$ cat config.mk
export PLATFORM = sky130hd
export DESIGN_NAME = gated_median_range_filter
export DESIGN_NICKNAME = d
export VERILOG_FILES = /design/src/rtl/gmrf_pkg.sv /design/src/rtl/gated_median_range_filter.sv /design/src/rtl/gmrf_cell.sv
export VERILOG_INCLUDE_DIRS = /design/src /design/src/rtl
export SDC_FILE = /design/constraint.sdc
export NUM_CORES = 1
export LEC_CHECK = 0
export BUFFER_PORTS_ARGS = -buffer_cell sky130_fd_sc_hd__buf_2
export CORE_UTILIZATION = 59
export DETAILED_ROUTE_END_ITERATION = 16
export PLACE_DENSITY = 0.88
export SKIP_LAST_GASP = 1
export SLEW_MARGIN = 20
export SYNTH_ARGS = -nofsm -noshare
export SYNTH_HDL_FRONTEND = slang
export SYNTH_SLANG_ARGS = --single-unit
export TNS_END_PERCENT = 10
$ cat constraint.sdc
create_clock -name clock -period 2.4 [get_ports clock]
set_input_delay 0.24 -clock clock [delete_from_list [all_inputs] [get_ports clock]]
set_output_delay 0.24 -clock clock [all_outputs]
set_load 0.005 [all_outputs]
$ cat src/rtl/assert_macros.svh
// assertion helpers used by the rtl
`ifndef ASSERT_MACROS_SVH
`define ASSERT_MACROS_SVH
`ifndef SYNTHESIS
// same-cycle implication
`define ASSERT_IMPLY(label, clk, rst, pre, post) \
   label: assert property (@(posedge clk) disable iff (rst) (pre) |-> (post)) \
      else $error("same-cycle check failed");
// next-cycle implication
`define ASSERT_NEXT(label, clk, rst, pre, post) \
   label: assert property (@(posedge clk) disable iff (rst) (pre) |=> (post)) \
      else $error("next-cycle check failed");
`else
`define ASSERT_IMPLY(label, clk, rst, pre, post)
`define ASSERT_NEXT(label, clk, rst, pre, post)
`endif
`endif

$ cat src/rtl/gmrf_pkg.sv
`timescale 1ns / 1ps
package gmrf_pkg;
   localparam int DATA_W       = 10;
   localparam int WINDOW_DEF   = 5;
   localparam logic [DATA_W-1:0] NO_ECHO_CODE = 10'd999;
   localparam logic [DATA_W-1:0] LIMIT_RESET  = 10'd300;

   // control broadcast to every cell
   typedef struct packed {
      logic insert;   // a kept sample goes into the chain
      logic clear;    // window done, drop all samples
   } gmrf_ctrl_type;
endpackage

$ cat src/rtl/gated_median_range_filter.sv
`timescale 1ns / 1ps
`include "assert_macros.svh"
// gated median range filter
// req channel carries one range sample in cm per request; samples come in
// windows of WINDOW. a sample is kept when it is above zero and below the
// limit in the csr register (reset 300). kept samples drop into a sorted
// chain of WINDOW cells, one insertion per cycle outside readout, each
// cell deciding alone whether to hold, take the new sample or its left neighbor.
// after the last sample of a window a readout step reads the cell at
// position count/2 into the output register and clears the chain.
// rsp channel gives one result per window: the median, or 999 with the
// no-echo flag in tuser when nothing was kept.
// throughput: one request per cycle inside a window. after the window's last
// request req_tready stays low until the median readout, which loads the
// result and rsp_tvalid into the output register.
// reset (synchronous) empties the chain, clears the counters and the output
// valid flag and reloads the limit. if rsp stalls, a finished result waits in
// the output register while the next window's samples are still taken; only
// the readout of the following window waits for the register to free up.
module gated_median_range_filter import gmrf_pkg::*; #(
   parameter int WINDOW = WINDOW_DEF
) (
   input  logic              clock,
   input  logic              reset,
   // req_tdata: sample_cm [9:0], zero pad [15:10]
   input  logic              req_tvalid,
   output logic              req_tready,
   input  logic [15:0]       req_tdata,
   // rsp_tdata: distance_cm [9:0], zero pad [15:10]
   output logic              rsp_tvalid,
   input  logic              rsp_tready,
   output logic [15:0]       rsp_tdata,
   // rsp_tuser: no_echo [0]
   output logic              rsp_tuser,
   input  logic              csr_wr_en,
   input  logic [DATA_W-1:0] csr_wr_data
);
   localparam int CNT_W = $clog2(WINDOW + 1);

   logic [DATA_W-1:0] limit_ff;
   logic [CNT_W-1:0]  kept_count_ff, kept_count_in;
   logic [CNT_W-1:0]  window_pos_ff, window_pos_in;
   logic              finish_ff, finish_in;
   logic              rsp_valid_ff, rsp_valid_in;
   logic [DATA_W-1:0] rsp_dist_ff, rsp_dist_in;
   logic              rsp_flag_ff, rsp_flag_in;

   logic [DATA_W-1:0] sample;
   logic              req_accept, keep, readout;
   gmrf_ctrl_type     ctrl;

   // chain wiring, index 0 is the left edge (fixed inputs)
   logic [DATA_W-1:0] chain_val [WINDOW+1];
   logic              chain_greater [WINDOW+1];
   logic              chain_occ [WINDOW+1];
   logic [WINDOW-1:0] occ_vec;
   logic [DATA_W-1:0] median;

   assign sample     = req_tdata[DATA_W-1:0];
   assign req_tready = !finish_ff;
   assign req_accept = req_tvalid && req_tready;
   assign keep       = (sample != '0) && (sample < limit_ff);
   // readout happens once the output register is free or being emptied
   assign readout    = finish_ff && (!rsp_valid_ff || rsp_tready);

   assign ctrl.insert = req_accept && keep;
   assign ctrl.clear  = readout;

   assign chain_val[0]     = sample;
   assign chain_greater[0] = 1'b0;
   assign chain_occ[0]     = 1'b1;

   for (genvar i = 0; i < WINDOW; i++) begin : g_cell
      gmrf_cell u_cell (
         .clock        (clock),
         .reset        (reset),
         .ctrl         (ctrl),
         .new_val      (sample),
         .left_val     (chain_val[i]),
         .left_greater (chain_greater[i]),
         .left_occ     (chain_occ[i]),
         .val          (chain_val[i+1]),
         .greater      (chain_greater[i+1]),
         .occ          (chain_occ[i+1])
      );
      assign occ_vec[i] = chain_occ[i+1];
   end

   // pick the cell at count/2
   always_comb begin
      median = '0;
      for (int i = 0; i < WINDOW; i++) begin
         if (CNT_W'(i) == (kept_count_ff >> 1)) begin
            median = chain_val[i+1];
         end
      end
   end

   always_comb begin
      kept_count_in = kept_count_ff;
      window_pos_in = window_pos_ff;
      finish_in     = finish_ff;
      rsp_valid_in  = rsp_valid_ff;
      rsp_dist_in   = rsp_dist_ff;
      rsp_flag_in   = rsp_flag_ff;
      if (rsp_valid_ff && rsp_tready) begin
         rsp_valid_in = 1'b0;
      end
      if (req_accept) begin
         if (keep) begin
            kept_count_in = kept_count_ff + 1'b1;
         end
         if (window_pos_ff == CNT_W'(WINDOW - 1)) begin
            window_pos_in = '0;
            finish_in     = 1'b1;
         end else begin
            window_pos_in = window_pos_ff + 1'b1;
         end
      end
      if (readout) begin
         finish_in     = 1'b0;
         kept_count_in = '0;
         rsp_valid_in  = 1'b1;
         if (kept_count_ff == '0) begin
            rsp_dist_in = NO_ECHO_CODE;
            rsp_flag_in = 1'b1;
         end else begin
            rsp_dist_in = median;
            rsp_flag_in = 1'b0;
         end
      end
   end

   always_ff @(posedge clock) begin
      if (reset) begin
         limit_ff      <= LIMIT_RESET;
         kept_count_ff <= '0;
         window_pos_ff <= '0;
         finish_ff     <= 1'b0;
         rsp_valid_ff  <= 1'b0;
      end else begin
         if (csr_wr_en) begin
            limit_ff <= csr_wr_data;
         end
         kept_count_ff <= kept_count_in;
         window_pos_ff <= window_pos_in;
         finish_ff     <= finish_in;
         rsp_valid_ff  <= rsp_valid_in;
      end
   end

   always_ff @(posedge clock) begin
      rsp_dist_ff <= rsp_dist_in;
      rsp_flag_ff <= rsp_flag_in;
   end

   assign rsp_tvalid = rsp_valid_ff;
   assign rsp_tdata  = {{(16 - DATA_W){1'b0}}, rsp_dist_ff};
   assign rsp_tuser  = rsp_flag_ff;

   // occupied cells always match the kept count
   `ASSERT_IMPLY(a_occ_count, clock, reset, 1'b1, $countones(occ_vec) == kept_count_ff)
   // outside readout, no more kept than taken in this window
   `ASSERT_IMPLY(a_count_pos, clock, reset, !finish_ff, kept_count_ff <= window_pos_ff)
   // a readout leaves an empty chain and a pending result
   `ASSERT_NEXT(a_readout, clock, reset, readout, (kept_count_ff == '0) && rsp_valid_ff)
   // no-echo results always carry the no-echo code
   `ASSERT_IMPLY(a_no_echo, clock, reset, rsp_tvalid && rsp_tuser, rsp_dist_ff == NO_ECHO_CODE)
endmodule

$ cat src/rtl/gmrf_cell.sv
`timescale 1ns / 1ps
module gmrf_cell import gmrf_pkg::*; (
   input  logic              clock,
   input  logic              reset,
   input  gmrf_ctrl_type     ctrl,
   input  logic [DATA_W-1:0] new_val,
   input  logic [DATA_W-1:0] left_val,
   input  logic              left_greater,
   input  logic              left_occ,
   output logic [DATA_W-1:0] val,
   output logic              greater,
   output logic              occ
);
   logic [DATA_W-1:0] val_ff, val_in;
   logic              occ_ff, occ_in;

   // empty cells count as greater, so the greater flags form a suffix
   assign greater = !occ_ff || (val_ff > new_val);
   assign val     = val_ff;
   assign occ     = occ_ff;

   always_comb begin
      val_in = val_ff;
      occ_in = occ_ff;
      if (ctrl.clear) begin
         occ_in = 1'b0;
      end else if (ctrl.insert) begin
         if (greater) begin
            val_in = left_greater ? left_val : new_val;
         end
         occ_in = occ_ff | left_occ;
      end
   end

   always_ff @(posedge clock) begin
      if (reset) begin
         occ_ff <= 1'b0;
      end else begin
         occ_ff <= occ_in;
      end
   end

   always_ff @(posedge clock) begin
      val_ff <= val_in;
   end
endmodule
Yosys cells after proc, flatten, opt, wreduce, memory -nomap -nowiden

Cells that the tools add are included.

Add/sub/neg operators: 2
Magnitude comparators: 5
Eq/ne operators: 4
Muxes and demuxes: 11
Bitwise operators: 4
Reduce and logical (&&, ||, !) cells: 27

Operators by type and width:

| cell                                                            | number |
|---|---|
| 10-bit 2-to-1 mux                                               | 7 |
| 10-bit greater-than comparator                                  | 4 |
| 3-bit AND reduction                                             | 4 |
| 10-bit less-than comparator                                     | 1 |
| 10-bit nonzero test                                             | 1 |
| 3-bit by 1-bit adder with 3-bit output (second input constant)  | 2 |
| 1-bit logical NOT                                               | 6 |
| 3-bit logical NOT                                               | 2 |
| 1-bit logical AND                                               | 5 |
| 1-bit logical OR                                                | 5 |
| 2-bit == test (first input constant)                            | 2 |
| 2-bit AND reduction                                             | 2 |
| 3-bit == test (second input constant)                           | 1 |
| 1-bit 2-to-1 mux                                                | 3 |
| 3-bit 2-to-1 mux                                                | 1 |
| 1-bit OR                                                        | 3 |
| 1-bit by 2-bit == test with 1-bit output (first input constant) | 1 |
| 2-bit nonzero test                                              | 1 |
| 2-bit OR reduction                                              | 1 |
| 1-bit NOT                                                       | 1 |

Register bits: 73
Output and inout bits: 19

Longest topological paths before layout

Word-level depth: 5
Mapped depth: 8
Mapped depth without buffers: 7

Modules after synthesis

A second synthesis with hierarchy kept.

Cells, all modules: 462
Area total of the unflattened synthesis: 4,604.4 µm²

Modules (own cells, without submodules):

| module                    | times used | cells an instance | area each (µm²) | seq. area each (µm²) |
|---|---|---|---|---|
| gmrf_cell                 | 4          | 73                | 720.7           | 320.3 |
| gated_median_range_filter | 1          | 170               | 1,721.7         | 690.7 |

Worst setup path after synthesis

No wires, ideal clock.

Path kind: reg2reg
Start: register g_cell[2].u_cell.val_ff[5]
End: register g_cell[2].u_cell.val_ff[0] (enable)
Library setup time: 0.343 ns
Arrival: 1.808 ns
Required time: 2.057 ns
Path slack: 0.249 ns
Cell stages (with the launch flop): 8
Buffers on the path: 1
Period minus slack after synthesis: 2.151 ns
Cells stage by stage: edfxtp_1 > ha_1 > nand4_1 > a21oi_1 > a211oi_2 > o31ai_2 > buf_6 > and2_1

Cells in the longest elaborated chain, start to end: 3

Ends and longest elaborated chain:

| item                                 | RTL line        | RTL |
|---|---|---|
| start, declared                      | gmrf_cell.sv:14 | `logic [DATA_W-1:0] val_ff, val_in;` |
| start signal, assigned               | gmrf_cell.sv:44 | `val_ff <= val_in;` |
| 10-bit greater-than comparator       | gmrf_cell.sv:18 | `assign greater = !occ_ff \|\| (val_ff > new_val);` |
| 1-bit logical OR                     | gmrf_cell.sv:18 |  |
| 3-bit AND reduction (no source line) | --              |  |

Every way passes these cells.
A chain may end at the register's enable or synchronous reset.

Worst setup path after layout

Start: register g_cell[0].u_cell.val_ff[5]
End: register g_cell[0].u_cell.val_ff[4] (enable)

Cells in the longest elaborated chain, start to end: 3

Ends and longest elaborated chain:

| item                                 | RTL line |
|---|---|
| start, declared                      | gmrf_cell.sv:14 |
| start signal, assigned               | gmrf_cell.sv:44 |
| 10-bit greater-than comparator       | gmrf_cell.sv:18 |
| 1-bit logical OR                     | gmrf_cell.sv:18 |
| 3-bit AND reduction (no source line) | -- |

Every way passes these cells.

==> run metrics <==
Clk Latency, worst-skew pair=350 ps; Synth area leader=edfxtp_1; status=finished with violations; Post-Synthesis Cells=between 300 and 400; Starting Density=around three fifths; H-tree depth=3; synth unique cells=50; drt pass-1 iters=4; Setup Skew=around 9.8 ps; cts bufs inserted=9; most frequent cells in the layout=ha_1, edfxtp_1, buf_2; final hold violation count=0; Most used DFF post-synth=edfxtp_1; drt total wl=around 10000 microns; Syn-to-layout area delta=15.5%; Tcrit/Tclk final=101%; row cnt=31; minimum clock period after layout=~2400 ps; Startpoint Class=flip-flop; DP HPWL=7800 microns; Max Root-Sink Buffers=2; clk sinks=between 70 and 80; Post-synth ARST share=0%; Hold-fix buffers, CTS=0; Worst VDD drop=about 0.00042 V; Pleak=2.29 nW; TNS Setup=-33.0 ps; Critical Path RT=2460 ps; Final ANT Viol Nets=0; Avg Cell Area, Syn=12.4 sq um; buffers added on ports=37; Slew Viols, Final=0; Area contributors post-synth=edfxtp_1, ha_1, dfxtp_1, mux2_4, mux4_2; failing checks=negative setup slack; most common cell after layout, fill and taps aside=ha_1; initial antenna violation count=0; max cap viols=0; GRT Util Overall=between 20% and 30%; first-pass GRT wire length=about 16000 microns; Power Density=583 nW/um^2; per-cell routed wire length=approximately 19 microns; register area=a little under 2000 sq um; post-synthesis cell area=4480 sq um; 1st-iter DRT viols=about 170; GP Congestion=0.953; share of cells above drive strength 1=between 30% and 40%; total core area=between 7000 and 8000 sq um; area occupied by multi-input gates=~2300 sq um; Die ar.=7950 sq um; I/O pin count=50; WS Path Type=reg2reg; Synth Warn #=0; slew margin rel.=44.6%; final std cells w/o fill=roughly 540; GRT Residual Overflow=0; vias in the first global route=3271; CTS tree=built; antenna cell count=0; Final setup viols=5; register area share after synthesis=between 40% and 50%; Reg clk slew, reported paths=approximately 80 ps; largest net degree at the start of global routing=15; clk root buf=clkbuf_8; Fmax=around 410 MHz; Synth top area share=34.2%; vias=between 3000 and 4000; CP Capture Type=flip-flop; routed vias/inst=5.84; chip height=between 80 and 90 microns; Tightest Pin Transition=829 ps; chip width=89.2 microns; FILL cells=529; Post-synth EDFFs=between 50 and 60; RSZ-0062 raised after global routing=yes; Final Util=between 70 and 80%; Worst Path Max Fanout=7; nets=about 520; Worst Path Arrival=around 2500 ps; Worst Hold Class=in2reg; worst setup margin=-12.8 ps; dpl cells=~520; Remaining DRCs=0; FF+latch count, synth=between 70 and 80
-- worst max-delay path: stages, from the launching register on --
cell and delay [ps]:
edfxtp_1 470, ha_4 320, nand4_1 190, a21oi_2 230
a211oi_2 80, o31ai_2 300, buf_4 240, and2_4 170
buf_6 130
-- registers in the layout, indices dropped and copies added (netlist names) --
register and count:
rsp_dist_ff 10, window_pos_ff 3, rsp_tuser 1, finish_ff 1, g_cell.u_cell.occ 4, limit_ff 10, kept_count_ff 3, rsp_tvalid 1
g_cell.u_cell.val 40
-- cells in the mapped netlist, types with 2 or more instances --
cell type and instances:
mux4_2 10, o31ai_2 3, edfxtp_1 51, o21a_1 2, a21o_1 8, mux2_4 27
mux2_2 3, clkbuf_1 5, nand2b_1 5, nand3_1 5, nor4_1 2, and2_1 4
a211oi_1 2, a2bb2oi_1 3, or2_2 2, nor2b_1 6, or2_1 6, o211ai_1 5
inv_1 35, nand2_1 18, buf_6 3, o21ai_0 3, buf_4 6, a211oi_2 3
nor3_2 3, a31o_1 3, dfxtp_1 22, mux2i_1 9, ha_1 53, a21oi_1 15
nor2_1 13, nand4_1 7, nor3_1 2
-- power breakdown --
group	total (W)	switching (W)	internal [W]
sequential	0.00148	0.0000513	0.00143
clock	0.000982	0.000480	0.000502
combinational	0.000553	0.000279	0.000274
total	0.00302	0.000811	0.00221
-- logic make-up after synthesis --
group	after synthesis	synth area share [%]
buf+inv	50	5.22
other cells	1	0.0836
compound gates	56	9.51
simple gates	79	9.60
fa+ha+maj	53	14.8
flops	73	44.0
mux	49	16.8
-- through the flow --
stage	instance area [sq um]	hold slack, ps	power (W)	setup slack [ps]
2_1_floorplan	4500	319	0.00186	249
3_3_place_gp	4930	456	0.00201	56.4
3_5_place_dp	4930	463	0.00205	-0.848
4_1_cts	5140	89.9	0.00302	38.5
5_1_grt	5180	102	0.00315	-66.4
6_report	5180	101	0.00302	-12.8
-- final timing paths --
| check | start | endpoint | slack (ps) | cells past startpoint |
|---|---|---|---|---|
| max | g_cell[0].u_cell.val[5] | g_cell[0].u_cell.val[4] | -10 | 8 |
| min | csr_wr_data[5] | limit_ff[5] | 100 | 3 |
| max reg2reg | g_cell[0].u_cell.val[5] | g_cell[0].u_cell.val[4] | -10 | 8 |
| min reg2reg | kept_count_ff[0] | kept_count_ff[0] | 490 | 2 |
-- timing repair --
action	4_1_cts	5_1_grt
gates resized for setup	1	4
setup buffers	0	3
pin swaps	0	4
setup endpoints to repair	10	27
-- cell type report --
| class | instances | share of cell area (%) |
|---|---|---|
| clock buffers | 11 | 3.36 |
| clock inverters | 5 | 0.604 |
| inverters | 35 | 2.54 |
| multi-input cells | 243 | 44.7 |
| flip-flops and latches | 73 | 38.1 |
| well taps | 99 | 2.39 |
| repair buffers | 69 | 8.36 |
-- routing by layer --
metal,part of all wire [%],global-route usage [%]
met2,52,51.4
met1,41,32.5
met4,1.9,8.08
met3,4.7,5.91
met5,0,0
No activity file was read; power rests on OpenSTA's default activity.
